[config.mk]
export PLATFORM = sky130hd
export DESIGN_NAME = divider_timer_with_modulo_reload_flat
export DESIGN_NICKNAME = d
export VERILOG_FILES = /design/src/dtm_pkg.sv /design/src/dtm_cmd_if.sv /design/src/dtm_rsp_if.sv /design/src/dtm_core.sv /design/src/divider_timer_with_modulo_reload.sv /design/src/flat_wrapper.sv
export VERILOG_INCLUDE_DIRS = /design/src /design/src/src
export SDC_FILE = /design/constraint.sdc
export NUM_CORES = 1
export LEC_CHECK = 0
export BUFFER_PORTS_ARGS = -buffer_cell sky130_fd_sc_hd__clkbuf_2
export CAP_MARGIN = 20
export CORE_AREA = 4 4 178 94
export CTS_BUF_LIST = sky130_fd_sc_hd__clkbuf_4 sky130_fd_sc_hd__clkbuf_8 sky130_fd_sc_hd__clkbuf_16
export CTS_CLUSTER_DIAMETER = 150
export DETAILED_ROUTE_END_ITERATION = 10
export DIE_AREA = 0 0 182 98
export PLACE_DENSITY = 0.5
export SYNTH_ARGS = -nofsm -noshare
export SYNTH_HDL_FRONTEND = slang
export SYNTH_SLANG_ARGS = --single-unit
[constraint.sdc]
create_clock -name clk -period 3.52 [get_ports clk]
set_input_delay 0.176 -clock clk [delete_from_list [all_inputs] [get_ports clk]]
set_output_delay 0.176 -clock clk [all_outputs]
set_load 0.01 [all_outputs]
[src/divider_timer_with_modulo_reload_macros.svh]
// Assertion macros for the divider timer block.
`ifndef DIVIDER_TIMER_WITH_MODULO_RELOAD_MACROS_SVH
`define DIVIDER_TIMER_WITH_MODULO_RELOAD_MACROS_SVH

`ifndef ASSERT_OFF
`define DTM_ASSERT(lbl, cond) \
    lbl: assert property (@(posedge clk) disable iff (!rst_n) (cond)) \
        else $error("dtm assertion failed");
`define DTM_ASSERT_IMPL(lbl, ante, cons) \
    lbl: assert property (@(posedge clk) disable iff (!rst_n) (ante) |-> (cons)) \
        else $error("dtm assertion failed");
`else
`define DTM_ASSERT(lbl, cond)
`define DTM_ASSERT_IMPL(lbl, ante, cons)
`endif

`endif

[src/dtm_pkg.sv]
// Types and constants shared by the divider timer block.
package dtm_pkg;

    typedef enum logic [1:0] {
        KIND_TICK  = 2'd0,
        KIND_READ  = 2'd1,
        KIND_WRITE = 2'd2,
        KIND_NONE  = 2'd3
    } kind_t;

    localparam logic [15:0] ADDR_DIV  = 16'hFF04;
    localparam logic [15:0] ADDR_TIMA = 16'hFF05;
    localparam logic [15:0] ADDR_TMA  = 16'hFF06;
    localparam logic [15:0] ADDR_TAC  = 16'hFF07;

    localparam logic [7:0] UNMAPPED_DATA = 8'hFF;
    localparam logic [7:0] TAC_FORCE     = 8'b1111_1000;

    typedef enum logic [1:0] {
        SEL_BIT9 = 2'd0,
        SEL_BIT3 = 2'd1,
        SEL_BIT5 = 2'd2,
        SEL_BIT7 = 2'd3
    } clk_sel_t;

    typedef struct packed {
        logic [1:0]  kind;
        logic [15:0] address;
        logic [7:0]  write_data;
    } cmd_item_t;

    typedef struct packed {
        logic [7:0] read_data;
        logic       timer_irq;
    } rsp_item_t;

    typedef struct packed {
        logic       pending;
        logic [2:0] countdown;
    } timer_status_t;

endpackage

[src/dtm_cmd_if.sv]
// Handshake channel carrying tick and bus transactions into the block.
interface dtm_cmd_if;
    logic                 valid;
    logic                 ready;
    dtm_pkg::cmd_item_t   item;

    modport source (output valid, output item, input ready);
    modport sink (input valid, input item, output ready);
endinterface

[src/dtm_rsp_if.sv]
// Handshake channel carrying results out of the block.
interface dtm_rsp_if;
    logic                 valid;
    logic                 ready;
    dtm_pkg::rsp_item_t   item;

    modport source (output valid, output item, input ready);
    modport sink (input valid, input item, output ready);
endinterface

[src/dtm_core.sv]
// Timer state registers and single-pass tick/read/write logic.
module dtm_core #(
    parameter int unsigned RELOAD_DELAY = 4
) (
    input  logic                   clk,
    input  logic                   rst_n,
    input  logic                   step_en,
    input  dtm_pkg::cmd_item_t     cmd,
    output dtm_pkg::rsp_item_t     result,
    output dtm_pkg::timer_status_t status
);

    localparam logic [2:0] DELAY_INIT = 3'(RELOAD_DELAY);

    logic [15:0] div_reg, div_next;
    logic [7:0]  tima_reg, tima_next;
    logic [7:0]  tma_reg, tma_next;
    logic [7:0]  tac_reg, tac_next;
    logic        last_and_reg, last_and_next;
    logic        pend_reg, pend_next;
    logic [2:0]  cd_reg, cd_next;

    logic [15:0] div_inc;
    logic        sel_bit;
    logic        now_and;
    logic [7:0]  tima_inc;
    logic [2:0]  cd_dec;
    logic [7:0]  rd;
    logic        irq;

    always_comb
    begin
        div_inc = div_reg + 16'd1;
        case (dtm_pkg::clk_sel_t'(tac_reg[1:0]))
            dtm_pkg::SEL_BIT9: sel_bit = div_inc[9];
            dtm_pkg::SEL_BIT3: sel_bit = div_inc[3];
            dtm_pkg::SEL_BIT5: sel_bit = div_inc[5];
            dtm_pkg::SEL_BIT7: sel_bit = div_inc[7];
            default:           sel_bit = div_inc[7];
        endcase
        now_and  = sel_bit & tac_reg[2];
        tima_inc = tima_reg + 8'd1;
        cd_dec   = (cd_reg != 3'd0) ? cd_reg - 3'd1 : 3'd0;
    end

    always_comb
    begin
        div_next      = div_reg;
        tima_next     = tima_reg;
        tma_next      = tma_reg;
        tac_next      = tac_reg;
        last_and_next = last_and_reg;
        pend_next     = pend_reg;
        cd_next       = cd_reg;
        rd            = 8'd0;
        irq           = 1'b0;

        case (dtm_pkg::kind_t'(cmd.kind))
            dtm_pkg::KIND_TICK:
            begin
                div_next      = div_inc;
                last_and_next = now_and;
                if (pend_reg)
                begin
                    cd_next = cd_dec;
                    if (cd_dec == 3'd0)
                    begin
                        tima_next = tma_reg;
                        pend_next = 1'b0;
                        irq       = 1'b1;
                    end
                end
                else if (last_and_reg && !now_and)
                begin
                    tima_next = tima_inc;
                    if (tima_inc == 8'd0)
                    begin
                        if (DELAY_INIT == 3'd0)
                        begin
                            tima_next = tma_reg;
                            irq       = 1'b1;
                        end
                        else
                        begin
                            pend_next = 1'b1;
                            cd_next   = DELAY_INIT;
                        end
                    end
                end
            end
            dtm_pkg::KIND_READ:
            begin
                case (cmd.address)
                    dtm_pkg::ADDR_DIV:  rd = div_reg[15:8];
                    dtm_pkg::ADDR_TIMA: rd = tima_reg;
                    dtm_pkg::ADDR_TMA:  rd = tma_reg;
                    dtm_pkg::ADDR_TAC:  rd = tac_reg;
                    default:            rd = dtm_pkg::UNMAPPED_DATA;
                endcase
            end
            dtm_pkg::KIND_WRITE:
            begin
                case (cmd.address)
                    dtm_pkg::ADDR_DIV:  div_next  = 16'd0;
                    dtm_pkg::ADDR_TIMA: tima_next = cmd.write_data;
                    dtm_pkg::ADDR_TMA:  tma_next  = cmd.write_data;
                    dtm_pkg::ADDR_TAC:  tac_next  = cmd.write_data | dtm_pkg::TAC_FORCE;
                    default:            ;
                endcase
            end
            default: ;
        endcase
    end

    always_ff @(posedge clk or negedge rst_n)
    begin
        if (!rst_n)
        begin
            div_reg      <= 16'd0;
            tima_reg     <= 8'd0;
            tma_reg      <= 8'd0;
            tac_reg      <= 8'd0;
            last_and_reg <= 1'b0;
            pend_reg     <= 1'b0;
            cd_reg       <= 3'd0;
        end
        else if (step_en)
        begin
            div_reg      <= div_next;
            tima_reg     <= tima_next;
            tma_reg      <= tma_next;
            tac_reg      <= tac_next;
            last_and_reg <= last_and_next;
            pend_reg     <= pend_next;
            cd_reg       <= cd_next;
        end
    end

    assign result.read_data = rd;
    assign result.timer_irq = irq;
    assign status.pending   = pend_reg;
    assign status.countdown = cd_reg;

endmodule

[src/divider_timer_with_modulo_reload.sv]
// Top level: input register, timer core and result register.
//
//  channel | dir | payload                          | handshake
//  cmd     | in  | kind, address, write_data        | valid/ready
//  rsp     | out | read_data, timer_irq             | valid/ready
//
// One transaction per cycle while rsp is not stalled; a cmd is registered in the input
// register, then its result in the result register, before rsp valid rises.
// The timer state registers update once per item, as it moves into the result register.
// Reset clears divider, counter, modulo, control and the reload state.
// A stalled rsp holds the result register; cmd keeps accepting while the
// input register is empty or moving into a free result register.
`include "divider_timer_with_modulo_reload_macros.svh"

module divider_timer_with_modulo_reload #(
    parameter int unsigned RELOAD_DELAY = 4
) (
    input  logic      clk,
    input  logic      rst_n,
    dtm_cmd_if.sink   cmd,
    dtm_rsp_if.source rsp
);

    logic                   s1_valid_reg, s1_valid_next;
    dtm_pkg::cmd_item_t     s1_item_reg;
    logic                   out_valid_reg, out_valid_next;
    dtm_pkg::rsp_item_t     out_item_reg;
    dtm_pkg::rsp_item_t     core_result;
    dtm_pkg::timer_status_t core_status;
    logic                   out_free;
    logic                   advance;
    logic                   cmd_take;

    assign out_free  = !out_valid_reg || rsp.ready;
    assign advance   = s1_valid_reg && out_free;
    assign cmd.ready = !s1_valid_reg || out_free;
    assign cmd_take  = cmd.valid && cmd.ready;

    always_comb
    begin
        s1_valid_next = s1_valid_reg;
        if (cmd_take)
            s1_valid_next = 1'b1;
        else if (advance)
            s1_valid_next = 1'b0;

        out_valid_next = out_valid_reg;
        if (advance)
            out_valid_next = 1'b1;
        else if (rsp.ready)
            out_valid_next = 1'b0;
    end

    always_ff @(posedge clk or negedge rst_n)
    begin
        if (!rst_n)
        begin
            s1_valid_reg  <= 1'b0;
            out_valid_reg <= 1'b0;
        end
        else
        begin
            s1_valid_reg  <= s1_valid_next;
            out_valid_reg <= out_valid_next;
        end
    end

    always_ff @(posedge clk)
    begin
        if (cmd_take)
            s1_item_reg <= cmd.item;
        if (advance)
            out_item_reg <= core_result;
    end

    dtm_core #(
        .RELOAD_DELAY (RELOAD_DELAY)
    ) u_core (
        .clk     (clk),
        .rst_n   (rst_n),
        .step_en (advance),
        .cmd     (s1_item_reg),
        .result  (core_result),
        .status  (core_status)
    );

    assign rsp.valid = out_valid_reg;
    assign rsp.item  = out_item_reg;

    `DTM_ASSERT(a_idle_no_countdown, core_status.pending || (core_status.countdown == 3'd0))
    `DTM_ASSERT_IMPL(a_irq_no_data, rsp.valid && rsp.item.timer_irq, rsp.item.read_data == 8'd0)
    `DTM_ASSERT_IMPL(a_rsp_from_stage, $rose(rsp.valid), $past(advance))
    `DTM_ASSERT_IMPL(a_no_overrun, cmd_take && s1_valid_reg, advance)

endmodule

[src/flat_wrapper.sv]
// flat-port wrapper written by rule: the top's interface ports become plain ports
module divider_timer_with_modulo_reload_flat 
#(
    parameter int unsigned RELOAD_DELAY = 4
)
  (clk, rst_n, cmd_valid, cmd_item, cmd_ready, rsp_valid, rsp_item, rsp_ready);
  dtm_cmd_if cmd_i ();
  dtm_rsp_if rsp_i ();
  input  logic clk;
  input  logic rst_n;
  input wire logic [$bits(cmd_i.valid)-1:0] cmd_valid;
  input wire logic [$bits(cmd_i.item)-1:0] cmd_item;
  output wire logic [$bits(cmd_i.ready)-1:0] cmd_ready;
  output wire logic [$bits(rsp_i.valid)-1:0] rsp_valid;
  output wire logic [$bits(rsp_i.item)-1:0] rsp_item;
  input wire logic [$bits(rsp_i.ready)-1:0] rsp_ready;
  assign cmd_i.valid = cmd_valid;
  assign cmd_i.item = cmd_item;
  assign cmd_ready = cmd_i.ready;
  assign rsp_valid = rsp_i.valid;
  assign rsp_item = rsp_i.item;
  assign rsp_i.ready = rsp_ready;
  divider_timer_with_modulo_reload #(.RELOAD_DELAY(RELOAD_DELAY)) u_core (.clk(clk), .rst_n(rst_n), .cmd(cmd_i), .rsp(rsp_i));
endmodule
==> summary.md <==
| Metric | Value |
|---|---|
| Outcome | `completed` |
| CP max stage delay | `0.69 ns` |
| Fillers | `1563` |
| # hold bufs at CTS | `11` |
| Leading cell types by count after synthesis | `dfrtp_1, edfxtp_1, nor2_1` |
| DRT iter0 DRCs | `249` |
| Total track usage | `11.8%` |
| Peak Freq | `348 MHz` |
| Slew Viols, Final | `0` |
| Top cell type's share of synthesized area | `28.8%` |
| Period utilisation layout | `81.7%` |
| RSZ-0062 raised after global routing | `no` |
| Yosys reg bits | `about 80` |
| Routed WL | `around 10000 um` |
| Cell variety after synth | `between 50 and 60` |
| Worst Path Max Fanout | `8` |
| Critical Path Sink Type | `register` |
| Sequential area share after synthesis | `a little under three fifths` |
| Clock skew | `0.00935 ns` |
| # clock sinks | `78` |
| Ports | `41` |
| RD Place Congestion | `0.871` |
| Port Buf Inserts | `40` |
| Synth area leader | `dfrtp_1` |
| Synth Cell Area | `3740 um^2` |
| CP max-delay cell | `or4_1` |
| Count leader, synth | `dfrtp_1` |
| Final hold violations | `0` |
| Largest net degree at the start of global routing | `between 40 and 50` |
| Period minus WS final | `2.88 ns` |
| Clk buf depth | `2` |
| Top_reg_cell synth | `dfrtp_1` |
| Final Net Count | `between 400 and 500` |
| Worst Tran Pin Value | `between 0.8 and 0.9 ns` |
| Htree depth | `3` |
| Post-CTS sizing | `0` |
| Avg WL per Cell | `16.8 um` |
| Worst IR drop on VDD | `225 uV` |
| Routed vias/inst | `4.83` |
| CP top delay family | `simple AND/OR/NAND/NOR gates` |
| N_diodes | `0` |
| Ys async rst share | `55.1%` |
| First drt pass iteration count | `4` |
| Synth-to-layout area growth | `23.4%` |
| Cell count after synthesis | `334` |
| Total CTS buffers | `9` |
| Clock slew seen by the registers of the worst setup and hold paths | `0.07 ns` |
| Global-route wire length before repair | `between 15000 and 20000 um` |
| Initial antenna violation count | `0` |
| Mean Syn Cell Area | `11.2 um^2` |
| LEAKAGE | `1.89 nW` |
| # DRC | `0` |
| Std-Cell Rows | `32` |
| Remaining antenna violation count after routing | `0` |
| Final core occ | `30.6%` |
| Max cap viols | `0` |
| CP startpoint kind | `register` |
| Synth Warn # | `0` |
| Setup Buffers After CTS | `0` |
| Setup violators final | `0` |
| Slew margin rel. | `40.2%` |
| EDFF count, synth | `35` |
| Die area | `17800 um^2` |
| Dpl hpwl | `7440 um` |
| CTS tree | `done` |
| Syn Nets | `roughly 370` |
| Die Width | `roughly 180 um` |
| Power Dens Cells | `543 nW/um^2` |
| Area contributors post-synth | `dfrtp_1, edfxtp_1, nor2_1` |
| Root buffer cell | `clkbuf_16` |
| Worst hold path type | `in2reg` |
| GRT overflow | `0` |
| Die Ht | `98 um` |
| Setup tns final | `0 ns` |
| Crit path required time | `3.74 ns` |
| Skew-Pair Late Insertion Delay | `between 0.3 and 0.4 ns` |
| CP Cell Sequence | `or4bb_1 -> or4_1 -> or3_4 -> nor3b_4 -> mux2_2` |
| Core footprint | `15100 um^2` |
| Vias in the first global route | `2825` |
| Hold WS | `0.0150 ns` |
| Buf+Inv Stages, Crit Path | `0` |
| Worst setup path class | `reg2reg` |
| Max FFs per register | `26` |
| Ratio of cells with drive above 1 in the final layout | `19.9%` |
| Critical Path AT | `between 3 and 4 ns` |
| Via count | `2900` |
| Initial Util | `24.8%` |
-- power by group --
part	leakage [nW]	total (mW)	internal, mW	switching, mW
registers	0.889	1.19	1.05	0.139
clock network	0.143	0.906	0.495	0.410
logic	0.859	0.412	0.193	0.220
-- layer usage --
metal	vias up	part of all wire (%)	global-route usage, %
met4	0	0.84	2.59
met5	-	0	0
li1	1361	-	-
met1	1392	57	19.9
met3	9	9.6	4.32
met2	138	32	13.3
-- layout make-up --
type | count | area [um^2] | area share, %
flip-flops and latches | 78 | 2130 | 46.1
multi-input cells | 235 | 1530 | 33.2
repair buffers | 60 | 385 | 8.35
well taps | 204 | 255 | 5.53
clock buffers | 9 | 225 | 4.88
clock inverters | 7 | 63.8 | 1.38
inverters | 7 | 26.3 | 0.569
-- placed cells by master (no fill, tap or decap), drive strengths merged, types with 3 or more instances in the layout --
cell / instances
clkbuf: 49
dfrtp: 43
edfxtp: 35
nor2: 34
nand2: 25
nand3: 18
a21oi: 16
o21ai: 16
xor2: 14
dlygate4sd3: 14
inv: 12
and3: 9
nand4: 9
mux2: 9
a31oi: 8
a221oi: 7
mux2i: 7
buf: 6
and2: 5
nor3: 5
nand2b: 4
o31ai: 4
xnor2: 4
or3: 4
mux4: 3
-- path summary, 6_finish.rpt --
path	start	to	slack [ns]	depth (start not counted)
max in group asynchronous	rst_n	u_core.u_core.pend_reg	2.66	3
min reg2reg	u_core.u_core.tac_reg[3]	u_core.u_core.tac_reg[3]	0.49	1
max	u_core.s1_item_reg[15]	u_core.u_core.tma_reg[6]	0.64	5
min	cmd_item[15]	u_core.s1_item_reg[15]	0.02	1
min in group asynchronous	rst_n	u_core.u_core.div_reg[5]	0.45	3
max reg2reg	u_core.s1_item_reg[15]	u_core.u_core.tma_reg[6]	0.64	5
-- kinds of logic (layout without fill, tap and decap cells) --
kind of cell | count (synthesis) | after routing | synth area share [%]
adders and majority gates | 2 | 2 | 0.669
DFF | 78 | 78 | 56.9
muxes | 19 | 19 | 6.39
xor gates and xnor gates | 18 | 18 | 4.21
and+or+nand+nor | 126 | 126 | 17.5
AOI/OAI and AO/OA | 70 | 70 | 12.2
buffers and inverters | 21 | 83 | 2.17
-- metrics by stage --
stage	power, mW	area, um^2	cells	setup slack, ns
floorplan	1.45	3740	334	0.913
global placement	1.59	4190	570	0.726
detailed placement	1.59	4190	570	0.649
CTS	2.52	4590	597	0.637
global route	2.65	4620	600	0.557
finish	2.50	4620	600	0.644
Power figures use the tool's default switching activity.
